File: src/amp_soft_start_relay_sequencer_defines.svh
// Assertion macros for the amplifier soft-start relay sequencer.
`ifndef AMP_SOFT_START_RELAY_SEQUENCER_DEFINES_SVH
`define AMP_SOFT_START_RELAY_SEQUENCER_DEFINES_SVH

// Check a condition at every clock edge outside reset.
`define ASRS_ASSERT_ALWAYS(label, clk, rst, cond, msg) \
   label: assert property (@(posedge clk) disable iff (rst) (cond)) else $error(msg);

// Check that a trigger is followed by a condition in the next cycle.
`define ASRS_ASSERT_NEXT(label, clk, rst, trig, cond, msg) \
   label: assert property (@(posedge clk) disable iff (rst) (trig) |=> (cond)) else $error(msg);

`endif

File: src/asrs_pkg.sv
// Shared types and constants of the amplifier soft-start relay sequencer.
package asrs_pkg;

   // Sequencer phases, one-hot
   typedef enum logic [8:0] {
      PH_OFF      = 9'b000000001,
      PH_NEUTRAL  = 9'b000000010,
      PH_RESISTOR = 9'b000000100,
      PH_SETTLE   = 9'b000001000,
      PH_ON       = 9'b000010000,
      PH_SPK_OFF  = 9'b000100000,
      PH_LIVE_OFF = 9'b001000000,
      PH_NEUT_OFF = 9'b010000000,
      PH_BLINK    = 9'b100000000
   } asrs_phase_type;

   // Phase numbers shown on the result channel
   localparam logic [3:0] PHASE_CODE_OFF      = 4'd0;
   localparam logic [3:0] PHASE_CODE_NEUTRAL  = 4'd1;
   localparam logic [3:0] PHASE_CODE_RESISTOR = 4'd2;
   localparam logic [3:0] PHASE_CODE_SETTLE   = 4'd3;
   localparam logic [3:0] PHASE_CODE_ON       = 4'd4;
   localparam logic [3:0] PHASE_CODE_SPK_OFF  = 4'd5;
   localparam logic [3:0] PHASE_CODE_LIVE_OFF = 4'd6;
   localparam logic [3:0] PHASE_CODE_NEUT_OFF = 4'd7;
   localparam logic [3:0] PHASE_CODE_BLINK    = 4'd8;

   // Register indexes of the configuration port
   localparam int unsigned CSR_INDEX_BITS = 2;
   localparam logic [CSR_INDEX_BITS-1:0] CSR_RESISTOR_TICKS = 2'd0;
   localparam logic [CSR_INDEX_BITS-1:0] CSR_SETTLE_TICKS   = 2'd1;
   localparam logic [CSR_INDEX_BITS-1:0] CSR_OFF_BLINK      = 2'd2;

   // Configuration register set
   typedef struct packed {
      logic [7:0] resistor_ticks;
      logic [7:0] settle_ticks;
      logic [7:0] off_blink_ticks;
   } asrs_cfg_type;

   localparam asrs_cfg_type CFG_RESET = '{
      resistor_ticks:  8'd20,
      settle_ticks:    8'd20,
      off_blink_ticks: 8'd10
   };

   // Latched relay and lamp drives
   typedef struct packed {
      logic neutral;
      logic resistor_live;
      logic direct_live;
      logic lamp;
      logic speaker_n;
   } asrs_drive_type;

   localparam asrs_drive_type DRIVE_RESET = '{
      neutral:       1'b0,
      resistor_live: 1'b0,
      direct_live:   1'b0,
      lamp:          1'b0,
      speaker_n:     1'b1
   };

   // Map a phase to its number
   function automatic logic [3:0] phase_code(asrs_phase_type ph);
      logic [3:0] code;
      case (ph)
         PH_OFF:      code = PHASE_CODE_OFF;
         PH_NEUTRAL:  code = PHASE_CODE_NEUTRAL;
         PH_RESISTOR: code = PHASE_CODE_RESISTOR;
         PH_SETTLE:   code = PHASE_CODE_SETTLE;
         PH_ON:       code = PHASE_CODE_ON;
         PH_SPK_OFF:  code = PHASE_CODE_SPK_OFF;
         PH_LIVE_OFF: code = PHASE_CODE_LIVE_OFF;
         PH_NEUT_OFF: code = PHASE_CODE_NEUT_OFF;
         PH_BLINK:    code = PHASE_CODE_BLINK;
         default:     code = PHASE_CODE_OFF;
      endcase
      return code;
   endfunction

endpackage

File: src/asrs_next_state.sv
// Next-state logic of the sequencer for one tick.
module asrs_next_state #(
   parameter int unsigned COUNT_BITS = 8
) (
   input  asrs_pkg::asrs_phase_type phase_q,
   input  logic [COUNT_BITS-1:0]    count_q,
   input  logic                     blink_q,
   input  logic                     prev_pressed_q,
   input  asrs_pkg::asrs_drive_type drive_q,
   input  asrs_pkg::asrs_cfg_type   cfg,
   input  logic                     switch_pin,
   output asrs_pkg::asrs_phase_type phase_d,
   output logic [COUNT_BITS-1:0]    count_d,
   output logic                     blink_d,
   output logic                     prev_pressed_d,
   output asrs_pkg::asrs_drive_type drive_d
);
   import asrs_pkg::*;

   localparam int unsigned CMP_BITS = (COUNT_BITS > 8) ? COUNT_BITS : 8;
   localparam logic [COUNT_BITS-1:0] CNT_MAX = '1;

   logic                  pressed;
   logic                  press;
   logic [COUNT_BITS-1:0] count_inc;
   logic                  resistor_done;
   logic                  settle_done;
   logic                  blink_done;

   // Detect the press edge and the timer end conditions
   always_comb begin
      pressed       = ~switch_pin;
      press         = pressed & ~prev_pressed_q;
      count_inc     = (count_q == CNT_MAX) ? count_q : count_q + COUNT_BITS'(1);
      resistor_done = (CMP_BITS'(count_inc) >= CMP_BITS'(cfg.resistor_ticks))
                      || (count_inc == CNT_MAX);
      settle_done   = (CMP_BITS'(count_inc) >= CMP_BITS'(cfg.settle_ticks))
                      || (count_inc == CNT_MAX);
      blink_done    = (CMP_BITS'(count_q) >= CMP_BITS'(cfg.off_blink_ticks))
                      || (count_q == CNT_MAX);
   end

   // Advance the phase and update the latched drives
   always_comb begin
      phase_d        = phase_q;
      count_d        = count_q;
      blink_d        = blink_q;
      prev_pressed_d = pressed;
      drive_d        = drive_q;
      case (phase_q)
         PH_OFF: begin
            drive_d = DRIVE_RESET;
            if (press) begin
               phase_d = PH_NEUTRAL;
            end
         end
         PH_NEUTRAL: begin
            drive_d.neutral = 1'b1;
            drive_d.lamp    = 1'b1;
            blink_d         = 1'b1;
            count_d         = '0;
            phase_d         = PH_RESISTOR;
         end
         PH_RESISTOR: begin
            drive_d.resistor_live = 1'b1;
            blink_d               = ~blink_q;
            drive_d.lamp          = ~blink_q;
            if (resistor_done) begin
               count_d = '0;
               phase_d = PH_SETTLE;
            end else begin
               count_d = count_inc;
            end
         end
         PH_SETTLE: begin
            drive_d.direct_live   = 1'b1;
            drive_d.resistor_live = 1'b0;
            blink_d               = ~blink_q;
            drive_d.lamp          = ~blink_q;
            if (settle_done) begin
               count_d = '0;
               phase_d = PH_ON;
            end else begin
               count_d = count_inc;
            end
         end
         PH_ON: begin
            drive_d.lamp      = 1'b1;
            drive_d.speaker_n = 1'b0;
            if (press) begin
               phase_d = PH_SPK_OFF;
            end
         end
         PH_SPK_OFF: begin
            drive_d.lamp      = 1'b0;
            drive_d.speaker_n = 1'b1;
            phase_d           = PH_LIVE_OFF;
         end
         PH_LIVE_OFF: begin
            drive_d.lamp        = 1'b1;
            drive_d.direct_live = 1'b0;
            phase_d             = PH_NEUT_OFF;
         end
         PH_NEUT_OFF: begin
            drive_d.lamp    = 1'b0;
            drive_d.neutral = 1'b0;
            count_d         = '0;
            phase_d         = PH_BLINK;
         end
         PH_BLINK: begin
            blink_d      = ~blink_q;
            drive_d.lamp = ~blink_q;
            if (blink_done) begin
               count_d = '0;
               phase_d = PH_OFF;
            end else begin
               count_d = count_inc;
            end
         end
         default: begin
            phase_d = PH_OFF;
         end
      endcase
   end

endmodule

File: src/amp_soft_start_relay_sequencer.sv
// Top level of the amplifier soft-start relay sequencer.
//
// Usage: each transfer on the req_ channel is one 100 ms tick carrying the raw,
// active-low power switch pin. Every tick yields exactly one transfer on the
// rsp_ channel with the latched relay and lamp drives and the phase after the
// tick. The csr_ port writes the three timing registers; the user must
// write them only while no tick is in flight, as the block does not enforce it.
// Latency: a result is valid in the cycle after its tick is accepted.
// Throughput: one tick per cycle while rsp_ready is high, set by the single result
// register; a new tick is taken in the same cycle the pending result is taken.
// Stall: while rsp_ready is low and a result waits, req_ready is low and the
// sequencer state holds.
// Reset: the phase goes to off, all relays open, lamp dark, speaker disabled,
// and the timing registers return to 20, 20 and 10 ticks. A switch held
// pressed through reset counts as a press on the first tick.
`include "amp_soft_start_relay_sequencer_defines.svh"

module amp_soft_start_relay_sequencer #(
   parameter int unsigned COUNT_BITS = 8
) (
   input  logic                                 clock,
   input  logic                                 reset,
   input  logic                                 req_valid,
   output logic                                 req_ready,
   input  logic                                 req_switch_pin,
   output logic                                 rsp_valid,
   input  logic                                 rsp_ready,
   output logic                                 rsp_neutral_relay,
   output logic                                 rsp_resistor_live_relay,
   output logic                                 rsp_direct_live_relay,
   output logic                                 rsp_power_lamp,
   output logic                                 rsp_speaker_relay_n,
   output logic [3:0]                           rsp_phase,
   input  logic                                 csr_wr_en,
   input  logic [asrs_pkg::CSR_INDEX_BITS-1:0]  csr_index,
   input  logic [7:0]                           csr_wdata
);
   import asrs_pkg::*;

   asrs_cfg_type          cfg_ff, cfg_in;
   asrs_phase_type        phase_ff, phase_in;
   logic [COUNT_BITS-1:0] count_ff, count_in;
   logic                  blink_ff, blink_in;
   logic                  prev_pressed_ff, prev_pressed_in;
   asrs_drive_type        drive_ff, drive_in;
   logic [3:0]            rsp_phase_ff;
   logic                  rsp_valid_ff, rsp_valid_in;
   logic                  req_xfer;

   // Take a tick whenever the result register is free or being emptied
   assign req_ready = ~rsp_valid_ff | rsp_ready;
   assign req_xfer  = req_valid & req_ready;

   // Decode configuration writes
   always_comb begin
      cfg_in = cfg_ff;
      if (csr_wr_en) begin
         case (csr_index)
            CSR_RESISTOR_TICKS: cfg_in.resistor_ticks  = csr_wdata;
            CSR_SETTLE_TICKS:   cfg_in.settle_ticks    = csr_wdata;
            CSR_OFF_BLINK:      cfg_in.off_blink_ticks = csr_wdata;
            default:            cfg_in = cfg_ff;
         endcase
      end
   end

   // Compute the effect of one tick
   asrs_next_state #(
      .COUNT_BITS (COUNT_BITS)
   ) u_next_state (
      .phase_q        (phase_ff),
      .count_q        (count_ff),
      .blink_q        (blink_ff),
      .prev_pressed_q (prev_pressed_ff),
      .drive_q        (drive_ff),
      .cfg            (cfg_ff),
      .switch_pin     (req_switch_pin),
      .phase_d        (phase_in),
      .count_d        (count_in),
      .blink_d        (blink_in),
      .prev_pressed_d (prev_pressed_in),
      .drive_d        (drive_in)
   );

   // Hold the result until the receiver takes it
   always_comb begin
      rsp_valid_in = rsp_valid_ff;
      if (req_xfer) begin
         rsp_valid_in = 1'b1;
      end else if (rsp_ready) begin
         rsp_valid_in = 1'b0;
      end
   end

   // Registers: configuration, sequencer state and result
   always_ff @(posedge clock) begin
      if (reset) begin
         cfg_ff          <= CFG_RESET;
         phase_ff        <= PH_OFF;
         count_ff        <= '0;
         blink_ff        <= 1'b0;
         prev_pressed_ff <= 1'b0;
         drive_ff        <= DRIVE_RESET;
         rsp_phase_ff    <= PHASE_CODE_OFF;
         rsp_valid_ff    <= 1'b0;
      end else begin
         cfg_ff       <= cfg_in;
         rsp_valid_ff <= rsp_valid_in;
         if (req_xfer) begin
            phase_ff        <= phase_in;
            count_ff        <= count_in;
            blink_ff        <= blink_in;
            prev_pressed_ff <= prev_pressed_in;
            drive_ff        <= drive_in;
            rsp_phase_ff    <= phase_code(phase_in);
         end
      end
   end

   assign rsp_valid               = rsp_valid_ff;
   assign rsp_neutral_relay       = drive_ff.neutral;
   assign rsp_resistor_live_relay = drive_ff.resistor_live;
   assign rsp_direct_live_relay   = drive_ff.direct_live;
   assign rsp_power_lamp          = drive_ff.lamp;
   assign rsp_speaker_relay_n     = drive_ff.speaker_n;
   assign rsp_phase               = rsp_phase_ff;

   // Speaker only enabled with the supply fully up on the direct path
   `ASRS_ASSERT_ALWAYS(a_speaker_needs_power, clock, reset, rsp_speaker_relay_n || (rsp_neutral_relay && rsp_direct_live_relay && !rsp_resistor_live_relay), "speaker enabled without full power")
   // Never close both live paths at once
   `ASRS_ASSERT_ALWAYS(a_live_paths_exclusive, clock, reset, !(rsp_resistor_live_relay && rsp_direct_live_relay), "resistor and direct live relays both closed")
   // Neutral phase always moves on to the resistor phase
   `ASRS_ASSERT_NEXT(a_neutral_to_resistor, clock, reset, req_xfer && (phase_ff == PH_NEUTRAL), rsp_valid && (rsp_phase == PHASE_CODE_RESISTOR), "neutral phase did not advance")

endmodule
File: config.mk
export PLATFORM = sky130hd
export DESIGN_NAME = amp_soft_start_relay_sequencer
export DESIGN_NICKNAME = d
export VERILOG_FILES = /design/src/asrs_pkg.sv /design/src/asrs_next_state.sv /design/src/amp_soft_start_relay_sequencer.sv
export VERILOG_INCLUDE_DIRS = /design/src /design/src/src
export SDC_FILE = /design/constraint.sdc
export NUM_CORES = 1
export LEC_CHECK = 0
export ABC_AREA = 1
export BUFFER_PORTS_ARGS = -buffer_cell sky130_fd_sc_hd__buf_2
export CAP_MARGIN = 20
export CORE_ASPECT_RATIO = 0.6
export CORE_MARGIN = 3
export CORE_UTILIZATION = 30
export CTS_CLUSTER_DIAMETER = 150
export CTS_CLUSTER_SIZE = 16
export DETAILED_ROUTE_END_ITERATION = 8
export PLACE_DENSITY = 0.54
export RECOVER_POWER = 100
export SYNTH_ARGS = -nofsm -noshare
export SYNTH_HDL_FRONTEND = slang
export SYNTH_HIERARCHICAL = 1
export SYNTH_SLANG_ARGS = --single-unit
export TNS_END_PERCENT = 1
File: constraint.sdc
create_clock -name clock -period 4.3 [get_ports clock]
set_input_delay 0.43 -clock clock [delete_from_list [all_inputs] [get_ports clock]]
set_output_delay 0.43 -clock clock [all_outputs]
set_load 0.02 [all_outputs]
==> impl_metrics.ini, run 1 <==
[sta]
drv_slew = 0
setup_tns_ns = 0
skew_ns = 0.00875
finalHoldViolCount = 0
finalSetupViolations = 0
period_minus_slack_ns = 3.84
relSlewSlack_pct = 19.9
rsz0062_at_grt = no
fin_crit_sh_pct = 89.4
tightest_slew_ns = 1.19
max_freq_mhz = 260

[placed_design]
gp_congestion = 0.903
portBuffers = 26
hpwl_um = 7670
dp_cells = 716

[global_routing]
antenna_found_initial = 0
grt_max_degree = 45
globalRouteTotalUtil_pct = 15.3
grt_pass1_vias = 3178
overflow = 0
grt_pass1_wl_um = 16700

[logic_synthesis]
synthesis.area_mm2 = 0.00358
ys_ff_latch = 53
synth_edf_count = 0
async_reset_ff_share_pct = 0
synth_warnings = 6
avgSynthCellArea_um2 = 6.56
syn_nets = 586
synth_ff_type = dfxtp_1
yosysUniqueCellTypes = 33
seq_area_frac_synth_pct = 29.7
syn_inst = 545

[clocking]
tritoncts = yes
post_cts_resized = 0
clk_pin_slew_ns = 0.07
worstSkewPairLatency_ns = 0.29
clockRootBuffer = clkbuf_16
htree_levels = 2
hold_buffers = 0
postCtsSetupBuffers = 0
cts_made_buffers = 5
clock-sinks = 53
clockBufferDepth = 2

[drt]
drt_iter0_markers = 311
num_vias = 3635
ant_nets = 0
avgRoutedWirePerCell_um = 14.2
wl_um = 10300
route.detailed.drc = 0
post_drt_via_cell_ratio = 5.03
dr.pass1.iters = 5

[hold_path]
hp-class = input pin to register

[cells_and_area]
antenna_cells = 0
fill_cells = 1247
final_cell_count_no_fill = 723
utilization_pct = 34.1
final_nets = 604
syn2layout_area_growth_pct = 9.10
post_route_cells_drive_above_1_share_pct = 7.64

[setup_path]
crit_type = register to register
arrival_ns = 4.07
required_ns = 4.52
cp-end-kind = register
cp-start-kind = register
worst-path-max-fanout = 9

[power]
power.density_mw_per_mm2 = 318
vdd_drop_max_v = 0.000143
power_leakage_nw = 1.87

[floorplanning]
ios = 27
dieArea_mm2 = 0.0133
initial_utilization_pct = 31.2
fp.dieH_um = 90.6
row_count = 30
core_area_mm2 = 0.0114
die_w_um = 147

[job]
drv_cap = 0

[run_status]
status = completed
final cells by class:
cell class                 count  area, um^2  share of cell area, %
timing repair buffer          26         114                   2.92
tap                          160         200                   5.13
inverter                      78         293                   7.50
multi-input combinational    399        2090                   53.6
clock buffer                   7         143                   3.66
sequential                    53        1060                   27.2
stage by stage:
stage	total power [mW]	cell area, um^2	worst slack [ns]	hold slack (ns)
floorplan	0.766	3580	1.20	0.429
global placement	0.833	3810	0.856	0.443
detailed placement	0.840	3810	0.631	0.453
CTS	1.26	3960	0.560	0.405
global route	1.32	3900	0.0748	0.432
finish	1.24	3900	0.456	0.414
per-layer routing:
layer	part of all wire, %	routed length (um)	GRT usage [%]	vias up
met5	0	0	0	-
met4	0.36	37	2.17	0
met3	6.2	638	3.36	4
met2	36	3750	19.4	121
met1	57	5860	25.8	1689
li1	-	-	-	1821
worst paths after layout:
check | from | endpoint | slack [ns] | cells after the start
max reg2reg | count_ff[1] | rsp_phase[0] | 0.46 | 21
max | count_ff[1] | rsp_phase[0] | 0.46 | 21
min reg2reg | cfg_ff[1] | cfg_ff[1] | 0.46 | 2
min | csr_wdata[4] | cfg_ff[12] | 0.41 | 3
Yosys cell counts, types with 3 or more instances:
cell | instances | area share, %
inv_1 | 70 | 7.3
buf_6 | 3 | 0.94
nand2_1 | 94 | 9.9
ha_1 | 25 | 8.7
nand2_2 | 7 | 1.2
dfxtp_1 | 53 | 30
nand3_1 | 59 | 8.3
buf_2 | 6 | 0.84
nor3_1 | 8 | 1.1
nor3_4 | 3 | 1.4
nor2_1 | 83 | 8.7
inv_2 | 7 | 0.73
clkbuf_1 | 4 | 0.42
o21ai_0 | 41 | 5.7
nand3_2 | 4 | 1.1
nor2_2 | 6 | 1.0
nand4_1 | 23 | 4.0
a21oi_1 | 28 | 3.9
where the power goes:
| part | switching (mW) | internal, mW | leakage, nW |
|---|---|---|---|
| Clock | 0.181 | 0.230 | 0.0700 |
| Combinational | 0.191 | 0.0893 | 1.36 |
| Sequential | 0.0295 | 0.521 | 0.436 |
| Total | 0.402 | 0.840 | 1.87 |
cells by family (layout without fill, tap and decap cells):
| kind of cell | Yosys count | count (layout) | share of synthesized area [%] |
|---|---|---|---|
| AOI/OAI and AO/OA | 78 | 78 | 11.5 |
| xor gates and xnor gates | 1 | 1 | 0.245 |
| adders and majority gates | 25 | 25 | 8.75 |
| buffers and inverters | 93 | 111 | 10.8 |
| DFF | 53 | 53 | 29.7 |
| and+or+nand+nor | 295 | 295 | 39.0 |
cells in the final DEF, fill, tap and decap left out, types with 3 or more instances in the layout:
cell type	instances
o21ai_0	41
dfxtp_1	53
clkbuf_16	5
a21oi_1	28
buf_2	13
inv_2	3
clkbuf_1	14
nor2_2	6
nor2_1	83
inv_1	74
nand3_1	61
nor3_1	10
nand4_1	23
nand2_1	96
nand2_2	5
ha_1	25
worst max-delay path: stages, from the launching register on:
cell and delay [ns]:
dfxtp_1 0.47, ha_1 0.29, nand3_1 0.16, inv_2 0.14
nand2_4 0.10, nand3_1 0.10, and2_1 0.25, ha_1 0.28
a21oi_1 0.16, o21a_1 0.12, nand2_1 0.05, nor2_1 0.50
nand2_1 0.11, nand2_1 0.07, o21ai_0 0.15, inv_1 0.11
nand2_1 0.10, nor2_2 0.17, nand3_1 0.13, nand2_1 0.08
o21ai_1 0.07, a21oi_1 0.16
state kept, by name, indices dropped and copies added (netlist names):
signal and count:
rsp_resistor_live_relay 1, rsp_phase 4, rsp_valid 1, rsp_power_lamp 1
rsp_neutral_relay 1, rsp_direct_live_relay 1, cfg_ff 24, blink_ff 1
rsp_speaker_relay_n 1, count_ff 8, prev_pressed_ff 1, phase_ff 9
(Power assumes the default switching activity.)
==> run 2, diff against run 1 <==
CORE_UTILIZATION = 60   (was 30)
PLACE_DENSITY = 0.88   (was 0.54)
==> run 2 against run 1 <==
Die area is 48% lower. Routed wire length is 7.0% lower. Worst hold slack worse by 0.030 ns. Cell count is 11% lower. Worst setup slack worse by 0.040 ns. Total power is 4.2% lower. Critical path depth stayed put. Combinational power hardly changed. Critical path type unchanged. Critical endpoint unchanged. Largest cell class unchanged.
==> impl_metrics.ini, run 2 (synthesis results as in run 1) <==
[global_routing]
grt_pass1_vias = 3362
overflow = 0
globalRouteTotalUtil_pct = 28.5
antenna_found_initial = 0
grt_pass1_wl_um = 16000
grt_max_degree = 45

[sta]
holdWs_ns = 0.384
period_minus_slack_ns = 3.88
setup_tns_ns = 0
drv_slew = 0
tightest_slew_ns = 1.05
fin_crit_sh_pct = 90.3
relSlewSlack_pct = 29.8
finalHoldViolCount = 0
skew_ns = 0.00651
rsz0062_at_grt = no
max_freq_mhz = 257
finalSetupViolations = 0

[drt]
avgRoutedWirePerCell_um = 14.8
drt_iter0_markers = 419
num_vias = 3727
route.detailed.drc = 0
post_drt_via_cell_ratio = 5.79
dr.pass1.iters = 5
ant_nets = 0
wl_um = 9560

[cells_and_area]
syn2layout_area_growth_pct = 5.49
largest_register = cfg_ff
post_route_cells_drive_above_1_share_pct = 7.62
most-common-layout-cells = 96 x nand2_1, 84 x nor2_1, 74 x inv_1, 61 x nand3_1, 53 x dfxtp_1
fill_cells = 532
antenna_cells = 0
top_regs = cfg_ff (24), phase_ff (9), count_ff (8)
final_nets = 604
seq_area_mm2 = 0.00106
final_common_cell = nand2_1
largest_reg_flops = 24
multi_input_area_mm2 = 0.00209

[floorplanning]
ios = 27
die_w_um = 106
fp.dieH_um = 65.8
initial_utilization_pct = 63.0
core_area_mm2 = 0.00568
dieArea_mm2 = 0.00695
row_count = 21

[placed_design]
hpwl_um = 6920
gp_congestion = 0.972
portBuffers = 26

[clocking]
clockBufferDepth = 2
clock-sinks = 53
cts_made_buffers = 5
postCtsSetupBuffers = 0
htree_levels = 2
hold_buffers = 0
tritoncts = yes
clockRootBuffer = clkbuf_8
worstSkewPairLatency_ns = 0.31
clk_pin_slew_ns = 0.10
post_cts_resized = 0

[setup_path]
cp-start-kind = register
rr_startpoint = count_ff[1]
crit_type = register to register
arrival_ns = 4.14
worst-path-max-fanout = 9
r2r_cells = 21
r2r_setup_slack_ns = 0.42
r2r-end = rsp_phase[0]
cp-end-kind = register
required_ns = 4.55

[hold_path]
hp-class = input pin to register
hp-start = csr_wdata[4]
hold_path_end = cfg_ff[12]
whs_path_depth = 3

[run_status]
status = completed

[power]
vdd_drop_max_v = 0.000184
power_leakage_nw = 1.86
power.density_mw_per_mm2 = 315
p_total_mw = 1.19

[job]
drv_cap = 0
## run 2: changes by cell type in the layout (fill, tap and decap cells not counted)
| cell | before | now |
|---|---|---|
| clkbuf_16 | 5 | 0 |
| o21ai_1 | 2 | 1 |
| o21ai_0 | 41 | 42 |
| clkbuf_8 | 1 | 6 |
| bufinv_16 | 0 | 1 |
| nor2_2 | 6 | 5 |
| nor2_1 | 83 | 84 |
## run 2: critical path, cell delays in order, from the launching register on
cell	delay, ns
dfxtp_1	0.48
ha_1	0.29
nand3_1	0.13
inv_2	0.13
nand2_4	0.11
nand3_1	0.11
and2_1	0.25
ha_1	0.29
a21oi_1	0.15
o21a_1	0.13
nand2_1	0.06
nor2_1	0.51
nand2_1	0.13
nand2_1	0.08
o21ai_0	0.17
inv_1	0.11
nand2_1	0.10
nor2_2	0.16
nand3_1	0.13
nand2_1	0.08
o21ai_0	0.08
a21oi_1	0.17
## run 2: metrics by stage
step / setup WS [ns] / std cells / util (%) / instance area, um^2
global route: 0.0867 / 644 / 66.5 / 3770
floorplan: 1.20 / 545 / - / 3580
finish: 0.416 / 644 / 66.5 / 3770
CTS: 0.576 / 644 / 67.5 / 3830
global placement: 0.922 / 636 / 65.4 / 3710
detailed placement: 0.628 / 636 / 65.4 / 3710
## run 2: how the worst max path moves through the flow
stage / start / end / slack [ns] / depth (start not counted)
after CTS: count_ff[1] / rsp_phase[0] / 0.58 / 21
after floorplan: count_ff[1] / rsp_phase[1] / 1.20 / 22
after detailed placement: count_ff[1] / rsp_phase[0] / 0.63 / 21
after global routing: count_ff[1] / rsp_phase[1] / 0.09 / 22
after global placement: count_ff[1] / rsp_phase[2] / 0.92 / 21
final: count_ff[1] / rsp_phase[0] / 0.42 / 21
## run 2: power by group
| group | switching [mW] | leakage [nW] | internal [mW] | total (mW) |
|---|---|---|---|---|
| clock | 0.171 | 0.0585 | 0.190 | 0.361 |
| sequential | 0.0294 | 0.436 | 0.521 | 0.550 |
| combinational | 0.188 | 1.36 | 0.0893 | 0.278 |
## run 2: cell type report
| cell class | count | share of cell area (%) |
|---|---|---|
| timing repair buffer | 26 | 3.02 |
| multi-input combinational | 399 | 55.4 |
| clock inverter | 1 | 0.796 |
| clock buffer | 7 | 2.29 |
| sequential | 53 | 28.1 |
| inverter | 78 | 7.76 |
| tap | 80 | 2.65 |
## run 2: metal layers
metal / track usage, % / vias up / part of all wire (%)
li1: - / 1819 / -
met1: 41.6 / 1672 / 46
met2: 41.5 / 212 / 40
met3: 7.41 / 22 / 12
met4: 6.62 / 2 / 1.5
met5: 3.97 / - / 0.29
